**src/sv/sorted_key_value_table_macros.svh**
```systemverilog
// Assertion macros for the sorted key/value table.
`ifndef SORTED_KEY_VALUE_TABLE_MACROS_SVH
`define SORTED_KEY_VALUE_TABLE_MACROS_SVH

// Clocked check, disabled while reset is high.
`define SKVT_ASSERT(label, clk, rst, prop, msg) \
   label: assert property (@(posedge clk) disable iff (rst) prop) else $error(msg);

// Implication check: cause in this cycle, effect in the next.
`define SKVT_ASSERT_NEXT(label, clk, rst, cause, effect, msg) \
   label: assert property (@(posedge clk) disable iff (rst) (cause) |=> (effect)) else $error(msg);

`endif

```
**src/sv/skvt_pkg.sv**
```systemverilog
// Types and constants shared by the sorted key/value table modules.
package skvt_pkg;

   localparam int DEPTH      = 64;
   localparam int KEY_BITS   = 16;
   localparam int VALUE_BITS = 8;
   localparam int FUNC_BITS  = 3;
   localparam int STAT_BITS  = 3;
   localparam int IDX_BITS   = $clog2(DEPTH);
   localparam int POS_BITS   = $clog2(DEPTH + 1);

   localparam int REQ_BITS       = FUNC_BITS + KEY_BITS + VALUE_BITS + IDX_BITS;
   localparam int REQ_TDATA_BITS = ((REQ_BITS + 7) / 8) * 8;
   localparam int RSP_BITS       = STAT_BITS + POS_BITS + KEY_BITS + VALUE_BITS + POS_BITS;
   localparam int RSP_TDATA_BITS = ((RSP_BITS + 7) / 8) * 8;

   typedef enum logic [FUNC_BITS-1:0] {
      FN_LOOKUP = 3'd0,
      FN_UPDATE = 3'd1,
      FN_INSERT = 3'd2,
      FN_DELETE = 3'd3,
      FN_READ   = 3'd4
   } func_type;

   typedef enum logic [STAT_BITS-1:0] {
      ST_OK        = 3'd0,
      ST_NOT_FOUND = 3'd1,
      ST_PRESENT   = 3'd2,
      ST_FULL      = 3'd3,
      ST_RANGE     = 3'd4
   } status_type;

   // Broadcast to every cell when a request is taken.
   typedef struct packed {
      logic                load;
      logic                is_read;
      logic [KEY_BITS-1:0] key;
      logic [IDX_BITS-1:0] index;
      logic [POS_BITS-1:0] count;
   } cell_accept_type;

   // Broadcast to every cell in the execute cycle.
   typedef struct packed {
      logic                  shift_up;
      logic                  shift_down;
      logic                  write_value;
      logic [KEY_BITS-1:0]   key;
      logic [VALUE_BITS-1:0] value;
   } cell_cmd_type;

   // Per-cell match flags.
   typedef struct packed {
      logic at;    // first slot whose key is not below the search key
      logic hit;   // at, and the key matches
      logic pick;  // hit, or the slot addressed by a read
   } cell_flags_type;

endpackage

```
**src/sv/skvt_collect.sv**
```systemverilog
// Gathers the cell flags into hit, position and the picked entry.
module skvt_collect (
   input  skvt_pkg::cell_flags_type       flags [skvt_pkg::DEPTH],
   input  logic [skvt_pkg::KEY_BITS-1:0]   keys  [skvt_pkg::DEPTH],
   input  logic [skvt_pkg::VALUE_BITS-1:0] values [skvt_pkg::DEPTH],
   input  logic                           last_lt,
   output logic                           hit,
   output logic [skvt_pkg::POS_BITS-1:0]   position,
   output logic [skvt_pkg::KEY_BITS-1:0]   pick_key,
   output logic [skvt_pkg::VALUE_BITS-1:0] pick_value
);
   import skvt_pkg::*;

   always_comb begin
      hit        = 1'b0;
      position   = '0;
      pick_key   = '0;
      pick_value = '0;
      for (int i = 0; i < DEPTH; i++) begin
         hit = hit | flags[i].hit;
         if (flags[i].at) begin
            position = position | POS_BITS'(i);
         end
         if (flags[i].pick) begin
            pick_key   = pick_key | keys[i];
            pick_value = pick_value | values[i];
         end
      end
      // every slot holds a smaller key: insertion point is past the end
      if (last_lt) begin
         position = POS_BITS'(DEPTH);
      end
   end

endmodule

```
**config.mk**
```make
export PLATFORM = sky130hd
export DESIGN_NAME = skvt_collect
export DESIGN_NICKNAME = d
export VERILOG_FILES = /design/src/sv/sorted_key_value_table_macros.svh /design/src/sv/skvt_pkg.sv /design/src/sv/skvt_collect.sv
export SDC_FILE = /design/constraint.sdc
export NUM_CORES = 1
export LEC_CHECK = 0
export BUFFER_PORTS_ARGS = -buffer_cell sky130_fd_sc_hd__buf_4
export CAP_MARGIN = 5
export CORE_AREA = 2 2 676 678
export DETAILED_ROUTE_END_ITERATION = 10
export DIE_AREA = 0 0 678 680
export SYNTH_ARGS = -nofsm -noshare
export SYNTH_HDL_FRONTEND = slang
export SYNTH_SLANG_ARGS = --single-unit
```
**constraint.sdc**
```tcl
create_clock -name vclk -period 4
set_input_delay 1.2 -clock vclk [all_inputs]
set_output_delay 1.2 -clock vclk [all_outputs]
set_load 0.02 [all_outputs]
```
Yosys cells after proc, flatten, opt, wreduce, memory -nomap -nowiden
Cells that the tools add are included.
W data, S select, Z words.
{"block": "op_classes", "addsub": 0, "n_mul": 0, "div_mod_pow": 0, "order_cmp": 0, "n_eq_ne": 0, "n_shift": 0, "n_mux": 192, "n_bitwise": 189, "reduce_logical": 0}
{"cell": "$mux W16", "count": 64}
{"cell": "$or A16 B16 Y16", "count": 63}
{"cell": "$mux W8", "count": 64}
{"cell": "$or A8 B8 Y8", "count": 63}
{"cell": "$mux W6", "count": 32}
{"cell": "$mux W5", "count": 16}
{"cell": "$or A1 B1 Y1", "count": 63}
{"cell": "$mux W4", "count": 8}
{"cell": "$mux W3", "count": 4}
{"cell": "$mux W7", "count": 1}
{"cell": "$mux W2", "count": 2}
{"cell": "$mux W1", "count": 1}
{"block": "word_totals", "regBits": 0, "latch_bits": 0, "ram_bits": 0, "rom_bits": 0, "input_bits": 1729, "word_cells": 381, "mem_count": 0}

Longest topological paths before layout
{"block": "logic_depth", "ltp_word": 127, "depth_mapped": 5}

Least setup slack after synthesis
Ideal clock, no wire load.
{"block": "synth_path", "path_type": "input-to-output", "from": "in flags[24] in the netlist's numbering", "to": "out pick_key[11] in the netlist's numbering", "arrival_ns": 2.475, "setup_slack_ns": 0.325, "cell_stages": 5, "n_path_buf": 1, "cell_sequence": "buf_2 a22o_2 a221oi_1 nand4_1 or4_1"}
{"block": "synth_via", "elab_chain_len": 17}
{"element": "from (decl)", "line_no": "skvt_collect.sv:3", "rtl": "input skvt_pkg::cell_flags_type flags [skvt_pkg::DEPTH],"}
{"element": "$mux W16 (*)", "line_no": "skvt_collect.sv:24", "rtl": "if (flags[i].pick) begin"}
{"element": "$or A16 B16 Y16", "line_no": "skvt_collect.sv:25", "rtl": "pick_key = pick_key | keys[i];"}
{"element": "$mux W16 (*)", "line_no": "skvt_collect.sv:24"}
{"element": "$or A16 B16 Y16", "line_no": "skvt_collect.sv:25"}
{"element": "$mux W16 (*)", "line_no": "skvt_collect.sv:24"}
{"element": "$or A16 B16 Y16", "line_no": "skvt_collect.sv:25"}
{"element": "$mux W16 (*)", "line_no": "skvt_collect.sv:24"}
{"element": "$or A16 B16 Y16", "line_no": "skvt_collect.sv:25"}
{"element": "$mux W16 (*)", "line_no": "skvt_collect.sv:24"}
{"element": "$or A16 B16 Y16", "line_no": "skvt_collect.sv:25"}
{"element": "$mux W16 (*)", "line_no": "skvt_collect.sv:24"}
{"element": "$or A16 B16 Y16", "line_no": "skvt_collect.sv:25"}
{"element": "$mux W16 (*)", "line_no": "skvt_collect.sv:24"}
{"element": "$or A16 B16 Y16", "line_no": "skvt_collect.sv:25"}
{"element": "$mux W16 (*)", "line_no": "skvt_collect.sv:24"}
{"element": "$or A16 B16 Y16", "line_no": "skvt_collect.sv:25"}
{"element": "$mux W16 (*)", "line_no": "skvt_collect.sv:24"}
{"element": "to (decl)", "line_no": "skvt_collect.sv:9", "rtl": "output logic [skvt_pkg::KEY_BITS-1:0] pick_key,"}
Mark *: on every way between the ends. The rest lies on a longest branch, timed or not.

Worst setup path in the final report
{"block": "layout_path", "from": "in flags[6] in the netlist's numbering", "to": "out pick_key[7] in the netlist's numbering"}
{"block": "layout_via", "elab_chain_len": 5}
{"element": "$mux W16 (*)", "line_no": "skvt_collect.sv:24"}
{"element": "$or A16 B16 Y16", "line_no": "skvt_collect.sv:25"}
{"element": "$mux W16 (*)", "line_no": "skvt_collect.sv:24"}
{"element": "$or A16 B16 Y16", "line_no": "skvt_collect.sv:25"}
{"element": "$mux W16 (*)", "line_no": "skvt_collect.sv:24"}
Marked as above.

==> flow_summary.toml <==
[run_status]
run_status = "finished, violations left"
violations = "negative setup slack"

[sta]
hold_violations = 0
final.period_utilization = 1.187
whs_ns = 2.699
max_freq_mhz = 210.6
setup_viol = 25
tns_ns = -12.11
worst_pin_slew_ns = 0.7529
min_period_ns = 4.749
rsz0062_at_grt = "yes"
slew_viol_final = 0
postLayoutSetupSlackWorst_ns = -0.7488
slew_headroom = 0.4981

[setup_path]
slowest_delay_ns = 0.64
path_class = "input pin to output port"
cp.required_ns = 2.80
worstPathCellList = "buf_6, buf_6, a221oi_2, buf_6, nand4_1, or4_4, buf_12"
worstPathMaxFanout = 17
start_kind = "input pin"
crit_slowest_cell = "or4_4"
crit_top_cell = "buf_6"
cp.arrival_ns = 3.55
crit_path_end_kind = "output port"

[place]
hpwl_um = 481500
port_buffers = 1760
place_congestion = 1.046
pre_cts_ws_ns = -1.669
dpl.cell_count = 9176

[routing]
routed_wl_um = 518600
drt_iter0_drc = 2340
first_pass_iters = 8
avgRoutedWirePerCell_um = 54.82
drtAntennaViolNets = 0
via_per_inst = 2.911
drc = 0
num_vias = 27540

[die]
row_count = 248
start_util = 0.01923
die-area_um2 = 461000
coreArea_um2 = 454300
dieWidth_um = 678
die_h_um = 680
ioPinCount = 1761

[logic_synthesis]
seq_area_frac_synth = 0
ys_top_cells_by_count = "a221oi_1, a22o_1, nand4_1"
yosysMostFrequentCell = "a221oi_1"
synthTopCellsByArea = "a221oi_1, a22o_1, nand4_1, buf_6, nor4_1"
syn_area_per_cell_um2 = 8.015
yosys.area.top_type = "a221oi_1"
synth_cell_types = 22
synth_top_area_share = 0.3810
yosys_warnings = 0
synthesis.nets = 2819
syn_area_um2 = 8736
syn-instance-count = 1090

[layout]
drive_gt1_frac = 0.7848
syn_to_final_growth_pct = 335.5
seq_cell_count = 0
clock_buffers = 0
final-seq-area_um2 = 0
stdcell_count = 9461
fin_nets = 4975

[global_route]
antenna_found_initial = 712
grt_start_max_net_pins = 20
grt_util_all_layers = 0.2143
grt_pass1_wl_um = 566500
gr-total-overflow = 0
grt_pass1_vias = 24742

[power]
p_leak_uw = 0.01496
powerDensity_nw_per_um2 = 118.1
peakVddDrop_uv = 54.39
power_uw = 4494

[run]
maxCapViolCount = 0

[worst_hold_path]
hp-class = "input pin to output port"
-- critical path, delay by kind of cell --
family	cells	cell delay, ns
compound gates	1	0.26
buf+inv	4	0.79
simple gates	2	1.14
-- placed cells by master, fill, tap and decap left out, drive strengths merged --
master  instances
buf          2279
a22o          384
a221oi        384
diode         217
nand4         102
nor4           39
or4            30
nor2            6
nand2           4
a41oi           3
bufbuf          3
and3            2
a31oi           2
nor3            2
or3             1
or2             1
a21oi           1
clkbuf          1
-- layer usage --
metal	global-route usage	routed length (um)
met4	0.07738	25310
met3	0.09790	54710
met1	0.2132	177100
met5	0.0003124	1850
met2	0.3895	259600
-- area by class of cell --
cell class,instances,area [um2]
Tap cell,6000,7507
Timing Repair Buffer,2283,19830
Antenna cell,217,543.0
Fill cell,53175,416200
Multi-Input combinational cell,961,10160
-- power by group --
part           leakage (uW)  switching (uW)  internal [uW]  total, uW
Clock            0.00000138               0        0.00702    0.00702
Sequential                0               0              0          0
Combinational        0.0150            2270           2220       4490
-- metrics by stage --
step | utilization | cell area (um2)
finish | 0.08374 | 38040
detailed placement | 0.07280 | 33070
global route | 0.08328 | 37830
CTS | 0.08145 | 37000
global placement | 0.07210 | 32750
floorplan | - | 8736
-- logic make-up (layout without fill, tap and decap cells) --
kind of cell,after synthesis,after routing,share of synthesized area
AOI/OAI and AO/OA,774,774,0.7789
and+or+nand+nor,187,187,0.1351
buffers and inverters,129,2283,0.08608
other,0,217,0
-- worst paths after layout --
check / endpoint / cells after the start / startpoint / slack (ns)
hold / removal: position[6] / 2 / last_lt / 2.70
setup / recovery: pick_key[7] / 7 / flags[6] / -0.75
-- what timing repair did --
item,4_1_cts,5_1_grt
resized for setup,596,70
hold buffers,0,0
cloned,10,1
setup endpoints to repair,24,25
pin swaps,95,38
setup buffers,57,9
No activity file was read; power rests on OpenSTA's default activity.
