## src/sv/sorted_key_value_table_macros.svh

```systemverilog
// Assertion macros for the sorted key/value table.
`ifndef SORTED_KEY_VALUE_TABLE_MACROS_SVH
`define SORTED_KEY_VALUE_TABLE_MACROS_SVH

// Clocked check, disabled while reset is high.
`define SKVT_ASSERT(label, clk, rst, prop, msg) \
   label: assert property (@(posedge clk) disable iff (rst) prop) else $error(msg);

// Implication check: cause in this cycle, effect in the next.
`define SKVT_ASSERT_NEXT(label, clk, rst, cause, effect, msg) \
   label: assert property (@(posedge clk) disable iff (rst) (cause) |=> (effect)) else $error(msg);

`endif

```

## src/sv/skvt_pkg.sv

```systemverilog
// Types and constants shared by the sorted key/value table modules.
package skvt_pkg;

   localparam int DEPTH      = 64;
   localparam int KEY_BITS   = 16;
   localparam int VALUE_BITS = 8;
   localparam int FUNC_BITS  = 3;
   localparam int STAT_BITS  = 3;
   localparam int IDX_BITS   = $clog2(DEPTH);
   localparam int POS_BITS   = $clog2(DEPTH + 1);

   localparam int REQ_BITS       = FUNC_BITS + KEY_BITS + VALUE_BITS + IDX_BITS;
   localparam int REQ_TDATA_BITS = ((REQ_BITS + 7) / 8) * 8;
   localparam int RSP_BITS       = STAT_BITS + POS_BITS + KEY_BITS + VALUE_BITS + POS_BITS;
   localparam int RSP_TDATA_BITS = ((RSP_BITS + 7) / 8) * 8;

   typedef enum logic [FUNC_BITS-1:0] {
      FN_LOOKUP = 3'd0,
      FN_UPDATE = 3'd1,
      FN_INSERT = 3'd2,
      FN_DELETE = 3'd3,
      FN_READ   = 3'd4
   } func_type;

   typedef enum logic [STAT_BITS-1:0] {
      ST_OK        = 3'd0,
      ST_NOT_FOUND = 3'd1,
      ST_PRESENT   = 3'd2,
      ST_FULL      = 3'd3,
      ST_RANGE     = 3'd4
   } status_type;

   // Broadcast to every cell when a request is taken.
   typedef struct packed {
      logic                load;
      logic                is_read;
      logic [KEY_BITS-1:0] key;
      logic [IDX_BITS-1:0] index;
      logic [POS_BITS-1:0] count;
   } cell_accept_type;

   // Broadcast to every cell in the execute cycle.
   typedef struct packed {
      logic                  shift_up;
      logic                  shift_down;
      logic                  write_value;
      logic [KEY_BITS-1:0]   key;
      logic [VALUE_BITS-1:0] value;
   } cell_cmd_type;

   // Per-cell match flags.
   typedef struct packed {
      logic at;    // first slot whose key is not below the search key
      logic hit;   // at, and the key matches
      logic pick;  // hit, or the slot addressed by a read
   } cell_flags_type;

endpackage

```

## src/sv/skvt_cell.sv

```systemverilog
// One table slot: key/value storage, compare flags and neighbour shift.
module skvt_cell (
   input  logic                           clock,
   input  logic [skvt_pkg::IDX_BITS-1:0]   cell_index,
   input  skvt_pkg::cell_accept_type      acc,
   input  skvt_pkg::cell_cmd_type         cmd,
   input  logic                           left_lt,
   input  logic [skvt_pkg::KEY_BITS-1:0]   left_key,
   input  logic [skvt_pkg::VALUE_BITS-1:0] left_value,
   input  logic [skvt_pkg::KEY_BITS-1:0]   right_key,
   input  logic [skvt_pkg::VALUE_BITS-1:0] right_value,
   output logic                           lt,
   output logic [skvt_pkg::KEY_BITS-1:0]   key,
   output logic [skvt_pkg::VALUE_BITS-1:0] value,
   output skvt_pkg::cell_flags_type       flags
);
   import skvt_pkg::*;

   logic [KEY_BITS-1:0]   key_ff, key_in;
   logic [VALUE_BITS-1:0] value_ff, value_in;
   logic                  lt_ff, eq_ff, sel_ff;
   logic                  occupied;
   logic                  at;

   assign occupied = POS_BITS'(cell_index) < acc.count;
   assign at       = left_lt && !lt_ff;

   always_comb begin
      key_in   = key_ff;
      value_in = value_ff;
      priority if (cmd.write_value && at && eq_ff) begin
         value_in = cmd.value;
      end else if (cmd.shift_up && !lt_ff) begin
         key_in   = at ? cmd.key : left_key;
         value_in = at ? cmd.value : left_value;
      end else if (cmd.shift_down && !lt_ff) begin
         key_in   = right_key;
         value_in = right_value;
      end else begin
         key_in   = key_ff;
         value_in = value_ff;
      end
   end

   always_ff @(posedge clock) begin
      key_ff   <= key_in;
      value_ff <= value_in;
      if (acc.load) begin
         lt_ff  <= occupied && (key_ff < acc.key);
         eq_ff  <= occupied && (key_ff == acc.key) && !acc.is_read;
         sel_ff <= occupied && acc.is_read && (cell_index == acc.index);
      end
   end

   assign lt         = lt_ff;
   assign key        = key_ff;
   assign value      = value_ff;
   assign flags.at   = at;
   assign flags.hit  = at && eq_ff;
   assign flags.pick = (at && eq_ff) || sel_ff;

endmodule

```

## config.mk

```make
export PLATFORM = sky130hd
export DESIGN_NAME = skvt_cell
export DESIGN_NICKNAME = d
export VERILOG_FILES = /design/src/sv/sorted_key_value_table_macros.svh /design/src/sv/skvt_pkg.sv /design/src/sv/skvt_cell.sv
export SDC_FILE = /design/constraint.sdc
export NUM_CORES = 1
export LEC_CHECK = 0
export ABC_AREA = 1
export BUFFER_PORTS_ARGS = -buffer_cell sky130_fd_sc_hd__buf_2
export CELL_PAD_IN_SITES_DETAIL_PLACEMENT = 0
export CELL_PAD_IN_SITES_GLOBAL_PLACEMENT = 1
export CORE_MARGIN = 2
export CORE_UTILIZATION = 28
export DETAILED_ROUTE_END_ITERATION = 16
export GPL_TIMING_DRIVEN = 0
export PLACE_DENSITY = 0.78
export SYNTH_ARGS = -nofsm -noshare
export SYNTH_HDL_FRONTEND = slang
export SYNTH_SLANG_ARGS = --single-unit
```

## constraint.sdc

```tcl
create_clock -name clock -period 2.3 [get_ports clock]
set_input_delay 0.115 -clock clock [delete_from_list [all_inputs] [get_ports clock]]
set_output_delay 0.115 -clock clock [all_outputs]
set_load 0.02 [all_outputs]
```

### Word-level counts from Yosys, hierarchy flattened

Index checks and enable logic that the tools add are counted.

* register bits after elaboration: 27
* latch bits: 0
* RAM bits: 0
* memory bits (read-only): 0
* input bits: 114
* output and inout bits: 28
* word-level logic and storage cells: 34
* memories: 0

* add/subtract/negate cells: 0
* multiply operators: 0
* div/mod/pow operators: 0
* order comparisons: 2
* eq/ne operators: 2
* shift-type cells: 0
* multiplexer cells: 7
* bitwise logic cells: 1
* reduce and logical (&&, ||, !) cells: 17

Operator list (count)
* 16-bit two-way mux: 3
* 8-bit two-way mux: 4
* 16-bit equality test: 1
* 16-bit less-than comparator: 1
* 1-bit logical AND: 11
* 6-bit by 7-bit less-than comparator with 1-bit output: 1
* 6-bit equality test: 1
* 3-bit nonzero test: 1
* 1-bit logical NOT: 2
* 2-bit AND reduction: 1
* 2-bit nonzero test: 1
* 1-bit logical OR: 1
* 1-bit inverter: 1

### Logic depth before layout (Yosys ltp)

Gate-level depths: netlist of run 1.

* word-level depth: 6
* depth in mapped cells: 12
* depth with buffers taken out: 12

### Worst setup path after synthesis of run 1

No wires, ideal clock.

* kind: reg2reg
* from: register lt_ff (netlist: lt)
* to: register key_ff[0] (netlist: key[0]) (enable)
* library setup time: 0.364 ns
* data arrival time: 1.411 ns
* data required time: 1.936 ns
* slack: 0.525 ns
* cell stages (with the launch flop): 8
* buffers on the path: 1
* clock period less this slack: 1.775 ns
* cell sequence: edfxtp_1 > inv_2 > nand2_4 > nor2_4 > nand2_2 > buf_4 > nand2_1 > inv_1

* word-level cells in the longest chain between the ends: 6
* elaborated cells on any way between the ends: 9
* those cells by class: bitwise: 1; reduce/logical: 8

RTL lines
* from (decl): RTL line skvt_cell.sv:21 `logic lt_ff, eq_ff, sel_ff;`
* from (signal assigned): RTL line skvt_cell.sv:49 `lt_ff <= occupied && (key_ff < acc.key);`
* 1-bit logical NOT *: RTL line skvt_cell.sv:26, skvt_cell.sv:33, skvt_cell.sv:36
* 1-bit logical AND: RTL line skvt_cell.sv:26 `assign at = left_lt && !lt_ff;`
* 1-bit logical AND (2 in series): RTL line skvt_cell.sv:31 `priority if (cmd.write_value && at && eq_ff) begin`
* 1-bit inverter (no line)
* 2-bit AND reduction (no line) *
* to (signal assigned): RTL line skvt_cell.sv:46 `key_ff <= key_in;`
* to (decl): RTL line skvt_cell.sv:19 `logic [KEY_BITS-1:0] key_ff, key_in;`

Every way passes the cells marked *; elsewhere a longest branch is shown, timed or not.
A chain may end at the register's enable or synchronous reset.

### Final worst setup path of run 1

* from: register lt_ff (netlist: lt)
* to: register key_ff[4] (netlist: key[4]) (enable)

Same word-level chain as after synthesis.

==> results of run 1 <==
-- registers in the layout, indices dropped and copies added (netlist names) --
register / count
eq_ff: 1
key: 16
lt: 1
sel_ff: 1
value: 8
-- metal layers --
layer  global-route usage  up-vias
met3              0.01890       12
met5                    0        -
li1                     -     1231
met1               0.1756     1017
met4              0.04851        0
met2               0.2800       76
-- cells in the final DEF (no fill, tap or decap), types with 2 or more instances in the layout --
master	count
buf_2	142
clkbuf_1	2
o21ai_0	29
a21o_1	2
nor3_1	5
a21oi_1	6
ha_1	21
inv_2	3
inv_1	49
xor2_1	4
buf_4	5
edfxtp_1	27
o21ai_1	36
clkbuf_8	3
nand2_1	51
nand3_1	4
nor2_1	39
-- worst max-delay path, cell delays in order, from the launching register on --
cell and delay (ps):
edfxtp_1 570, inv_2 90, nand2_4 150, nor2_4 50
nand2_2 60, buf_4 150, nand2_1 60, inv_1 480
-- worst paths after layout --
| kind | from | endpoint | slack (ps) | depth (start not counted) |
|---|---|---|---|---|
| max | lt$_DFFE_PP_ | key[4]$_DFFE_PP_ | 320 | 7 |
| min | acc[30] | sel_ff$_DFFE_PP_ | 90 | 1 |
| max reg2reg | lt$_DFFE_PP_ | key[4]$_DFFE_PP_ | 320 | 7 |
| min reg2reg | lt$_DFFE_PP_ | key[0]$_DFFE_PP_ | 890 | 2 |
-- metrics by stage --
step | setup WS (ps) | total power [W] | instances | hold WS, ps | cell area [sq um]
after detailed placement | 296.5 | 0.001224 | 533 | 385.8 | 2993
final | 324.0 | 0.001488 | 538 | 89.97 | 3044
after CTS | 290.4 | 0.001509 | 537 | 89.55 | 3042
after floorplan | 525.5 | 0.0009921 | 291 | 227.5 | 2165
after global placement | 289.5 | 0.001216 | 533 | 358.0 | 2993
after global routing | 165.8 | 0.001598 | 538 | 92.82 | 3044
-- cells by family after synthesis --
| family | count (synthesis) |
|---|---|
| xor gates and xnor gates | 4 |
| and+or+nand+nor | 104 |
| DFF | 27 |
| buffers and inverters | 62 |
| AOI/OAI and AO/OA | 73 |
| adders and majority gates | 21 |
-- final cells by class --
| class | instances | area, sq um |
|---|---|---|
| Antenna cell | 1 | 2.502 |
| Multi-Input combinational cell | 202 | 1092 |
| Sequential cell | 27 | 810.8 |
| Timing Repair Buffer | 140 | 700.7 |
| Clock buffer | 3 | 41.29 |
| Inverter | 52 | 195.2 |
| Clock inverter | 1 | 7.507 |
| Tap cell | 102 | 127.6 |
| Fill cell | 823 | 4563 |
| Buffer | 10 | 66.31 |
-- report_power, final --
part | total, W | internal, W | switching, W
clock network | 0.000284 | 0.000123 | 0.000161
logic | 0.000549 | 0.000223 | 0.000327
registers | 0.000654 | 0.000622 | 0.0000325
total | 0.00149 | 0.000968 | 0.000521
==> metrics.md, run 1 <==
| Metric | Value |
|---|---|
| Row count | `32` |
| P&R area growth vs syn | `40.64%` |
| Setup Crit Path Kind | `flip-flop to flip-flop` |
| Gpl congestion | `roughly 0.84` |
| Die area | `approximately 8500 sq um` |
| H-tree Lvls | `1` |
| Top FF cell, synth | `edfxtp_1` |
| Synth Area in Compound Gates | `0.1711` |
| DRC viols | `0` |
| # IOs | `142` |
| Most frequent cell after synthesis | `nand2_1` |
| Die Ht | `91.93 um` |
| Achievable Freq | `506.1 MHz` |
| Min Tclk post-route | `1976 ps` |
| First-pass GRT wire length | `10.05 mm` |
| Clk sinks | `27` |
| Top sig layer | `met4` |
| DR WL/cell | `12.07 um` |
| Rel. slew slack | `0.5675` |
| Final hold vios | `0` |
| Post_cts resized | `0` |
| Period utilization | `0.8591` |
| RSZ-0062 raised after global routing | `false` |
| DR WL met2 | `3.340 mm` |
| TritonCTS clock tree | `done` |
| CP max FO | `16` |
| Top cells by count, synth | `nand2_1 (51), inv_1 (49), nor2_1 (39)` |
| Cells after Synth | `291` |
| Top-area cell type share of the netlist area | `0.3746` |
| Ys Warns | `0` |
| Post-synth top area cell | `edfxtp_1` |
| Setup Fix Bufs, Post-CTS | `0` |
| Worst skew pair latency | `280 ps` |
| MaxCap Viol Count | `0` |
| Seq/Total Area, Yosys | `0.3746` |
| Worst-Margin Slew | `648.1 ps` |
| Fin util | `0.4002` |
| # setup viols final | `0` |
| Leak pwr | `1.649 nW` |
| Critical Path AT | `1890 ps` |
| Simple-gate share of the synthesized area | `0.1960` |
| Clock root cell | `clkbuf_8` |
| Vias in the first global route | `about 2200` |
| Port bufs | `140` |
| Syn Nets | `426` |
| Async SR Flop Fraction | `0` |
| Clock-pin slew on the worst setup and hold paths | `roughly 100 ps` |
| Via Count | `2336` |
| Adder-Cell Fraction of Synth Area | `0.1214` |
| Initial Util | `0.2845` |
| CTS Buffer Depth | `2` |
| Synth Cell Area | `2165 sq um` |
| Grt ovf | `0` |
| Largest family of logic cells by synthesized area | `simple AND/OR/NAND/NOR gates` |
| Largest net degree at the start of global routing | `17` |
| Yosys reg bits | `27` |
| Yosys cell types | `22` |
| Met3 WL | `around 330 um` |
| Cell Pwr Density | `488.9 nW/um^2` |
| Num CTS Buffers | `3` |
| Die Wd | `91.93 um` |
| Synthesized area per cell | `7.438 sq um` |
| Post-DP HPWL | `5.565 mm` |
| Layout Nets | `571` |
| M1 WL | `2.684 mm` |
| Setup TNS | `0 ps` |
| Initial DRC Count | `82` |
| Routed wire length | `6.491 mm` |
| Critical Path Sink Type | `flip-flop` |
| Via/cell ratio | `4.342` |
| Initial DRT Pass Iterations | `4` |
| Worst vdd ir | `237.8 uV` |
| Core box area | `approximately 7600 sq um` |
| Initial antenna violation count | `1` |
| Kind of start point of the critical path | `flip-flop` |
| Total track usage | `0.1495` |
| XOR/XNOR share of the synthesized area | `0.01618` |
| Fraction of layout cells with a size suffix above 1 | `0.3678` |
| Data required, critical path | `approximately 2200 ps` |
| Worst Skew | `6.488 ps` |
| Final ANT Viol Nets | `0` |
| Min-delay worst type | `input pin to flip-flop` |
| Hold Buf Count CTS | `0` |
| EDFF count, synth | `27` |
| Mux share of post-synthesis cell area | `0` |
| Top post-synthesis cells by area | `edfxtp_1 (37%), ha_1 (12%), nand2_1 (8.8%)` |
| Final Slew Violations | `0` |
| Run status | `completed` |
(Power assumes the default switching activity.)
==> run 2: changes to the inputs <==
REMOVE_ABC_BUFFERS = 1   (was not set)
==> run 2 against run 1 <==
  * Largest cell class unchanged
  * Register-to-register slack got worse by 20 ps
  * Setup slack got worse by 16 ps
  * Via count fell by 3.3%
  * Highest routed layer unchanged
  * Count of clock-buffer cells in the layout rose by 1
  * First-iteration DRC count fell by 24%
  * Global-route usage rose by 0.099 points
  * Flip-flop and latch count did not move
  * Wire length fell by 2.4%
==> metrics.md, run 2 (synthesis results as in run 1) <==
| Metric | Value |
|---|---|
| Period utilization | `0.8662` |
| Fin util | `0.3959` |
| Kind of start point of the critical path | `flip-flop` |
| Clk sinks | `27` |
| Data required, critical path | `2200 ps` |
| DR WL/cell | `11.91 um` |
| Design area | `3012 sq um` |
| # diodes | `0` |
| Critical Path Sink Type | `flip-flop` |
| Worst Skew | `9.000 ps` |
| Commonest non-fill, non-tap cell in the layout | `buf_2` |
| Fill cells | `849` |
| Vias in the first global route | `~2200` |
| CP Launch Point | `lt$_DFFE_PP_` |
| Buf/Inv on CP | `3` |
| Setup Crit Path Kind | `flip-flop to flip-flop` |
| First-pass GRT wire length | `10.18 mm` |
| Port bufs | `141` |
| Initial antenna violation count | `0` |
| Max FFs per register | `16` |
| DRC viols | `0` |
| Num CTS Buffers | `3` |
| Min-delay worst type | `input pin to flip-flop` |
| Hold WS | `~84 ps` |
| CP max-delay cell | `inv_1` |
| Total track usage | `0.1505` |
| Clock-pin slew on the worst setup and hold paths | `90 ps` |
| Final hold vios | `0` |
| # IOs | `142` |
| TritonCTS clock tree | `done` |
| Grt ovf | `0` |
| Layout Nets | `566` |
| Die Ht | `about 92 um` |
| Cell Pwr Density | `489.5 nW/um^2` |
| Leading cell types in the layout, fill and taps excluded | `buf_2 (141), nand2_1 (51), inv_1 (49)` |
| Worst vdd ir | `a little under 200 uV` |
| P&R area growth vs syn | `39.13%` |
| Row count | `32` |
| Initial Util | `0.2845` |
| Dpl ws | `-172.8 ps` |
| Clock root cell | `clkbuf_8` |
| CTS Buffer Depth | `2` |
| Via Count | `between 2000 and 2500` |
| Run status | `completed` |
| Worst skew pair latency | `270 ps` |
| Via/cell ratio | `4.248` |
| Slack of the critical path | `307.8 ps` |
| CP max FO | `18` |
| RSZ-0062 raised after global routing | `false` |
| Worst-Margin Slew | `683.7 ps` |
| H-tree Lvls | `1` |
| Initial DRC Count | `62` |
| Setup TNS | `0 ps` |
| Largest net degree at the start of global routing | `34` |
| Final Slew Violations | `0` |
| Die area | `8450 sq um` |
| Crit-path max cell delay | `500 ps` |
| Critical Path AT | `1900 ps` |
| Worst r2r src | `lt$_DFFE_PP_` |
| Core box area | `7607 sq um` |
| Die Wd | `91.93 um` |
| Post-DP HPWL | `4.978 mm` |
| Min Tclk post-route | `1992 ps` |
| Achievable Freq | `around 500 MHz` |
| Routed wire length | `6.338 mm` |
| Crit path max-delay family | `buffers and inverters` |
| Initial DRT Pass Iterations | `4` |
| Rel. slew slack | `0.5431` |
| MaxCap Viol Count | `0` |
| Hold Crit Start | `acc[30]` |
| Final ANT Viol Nets | `0` |
| Gpl congestion | `0.7618` |
| Leak pwr | `1.633 nW` |
| Hold Buf Count CTS | `0` |
| Crit-path cells | `buf_4, inv_2, nand2_4, nor2_4, nand2_2, nand2_1, inv_1` |
| # setup viols final | `0` |
| Fraction of layout cells with a size suffix above 1 | `0.3628` |
| Placed instance area | `2932 sq um` |
-- run 2: changes by cell type in the layout (fill, tap and decap cells not counted), sizes merged --
cell,change
clkinvlp,-1
buf,-3
diode,-1
clkbuf,-1
-- run 2: area by class of cell --
type,instances,area [sq um],share of cell area
tap,102,127.6,0.04238
sequential,27,810.8,0.2692
clock buffer,4,45.04,0.01496
inverter,52,195.2,0.06481
multi-input combinational,202,1097,0.3644
timing repair buffer,145,735.7,0.2443
-- run 2: through the flow --
step / total power [W] / instances
final: 0.001474 / 532
after global routing: 0.001598 / 532
after detailed placement: 0.001210 / 524
after floorplan: 0.0009730 / 281
after CTS: 0.001493 / 532
after global placement: 0.001200 / 524
-- run 2: final timing paths --
path	to	slack, ps	cells past startpoint
worst max-delay path	key[4]$_DFFE_PP_	310	7
worst min-delay path	sel_ff$_DFFE_PP_	80	1
worst max register to register	key[4]$_DFFE_PP_	310	7
worst min register to register	key[6]$_DFFE_PP_	900	4
-- run 2: worst register-to-register path: stages (launching register included) --
cell	delay (ps)
edfxtp_1	360
buf_4	140
inv_2	50
nand2_4	230
nor2_4	80
nand2_2	200
nand2_1	80
inv_1	500
-- run 2: what timing repair did --
item | CTS | global route
pin swaps | 0 | 0
hold endpoints to repair | 0 | 0
setup buffers | 4 | 0
gates resized for setup | 0 | 1
setup endpoints to repair | 30 | 13
-- run 2: power by group --
group | switching, W | internal [W]
sequential | 0.0000220 | 0.000621
combinational | 0.000344 | 0.000222
clock | 0.000141 | 0.000124
-- run 2: routing by layer --
metal  GRT usage  part of all wire
met5           0                 0
met4     0.02363            0.0041
met3     0.02465             0.061
met2      0.2672              0.47
met1      0.1960              0.46
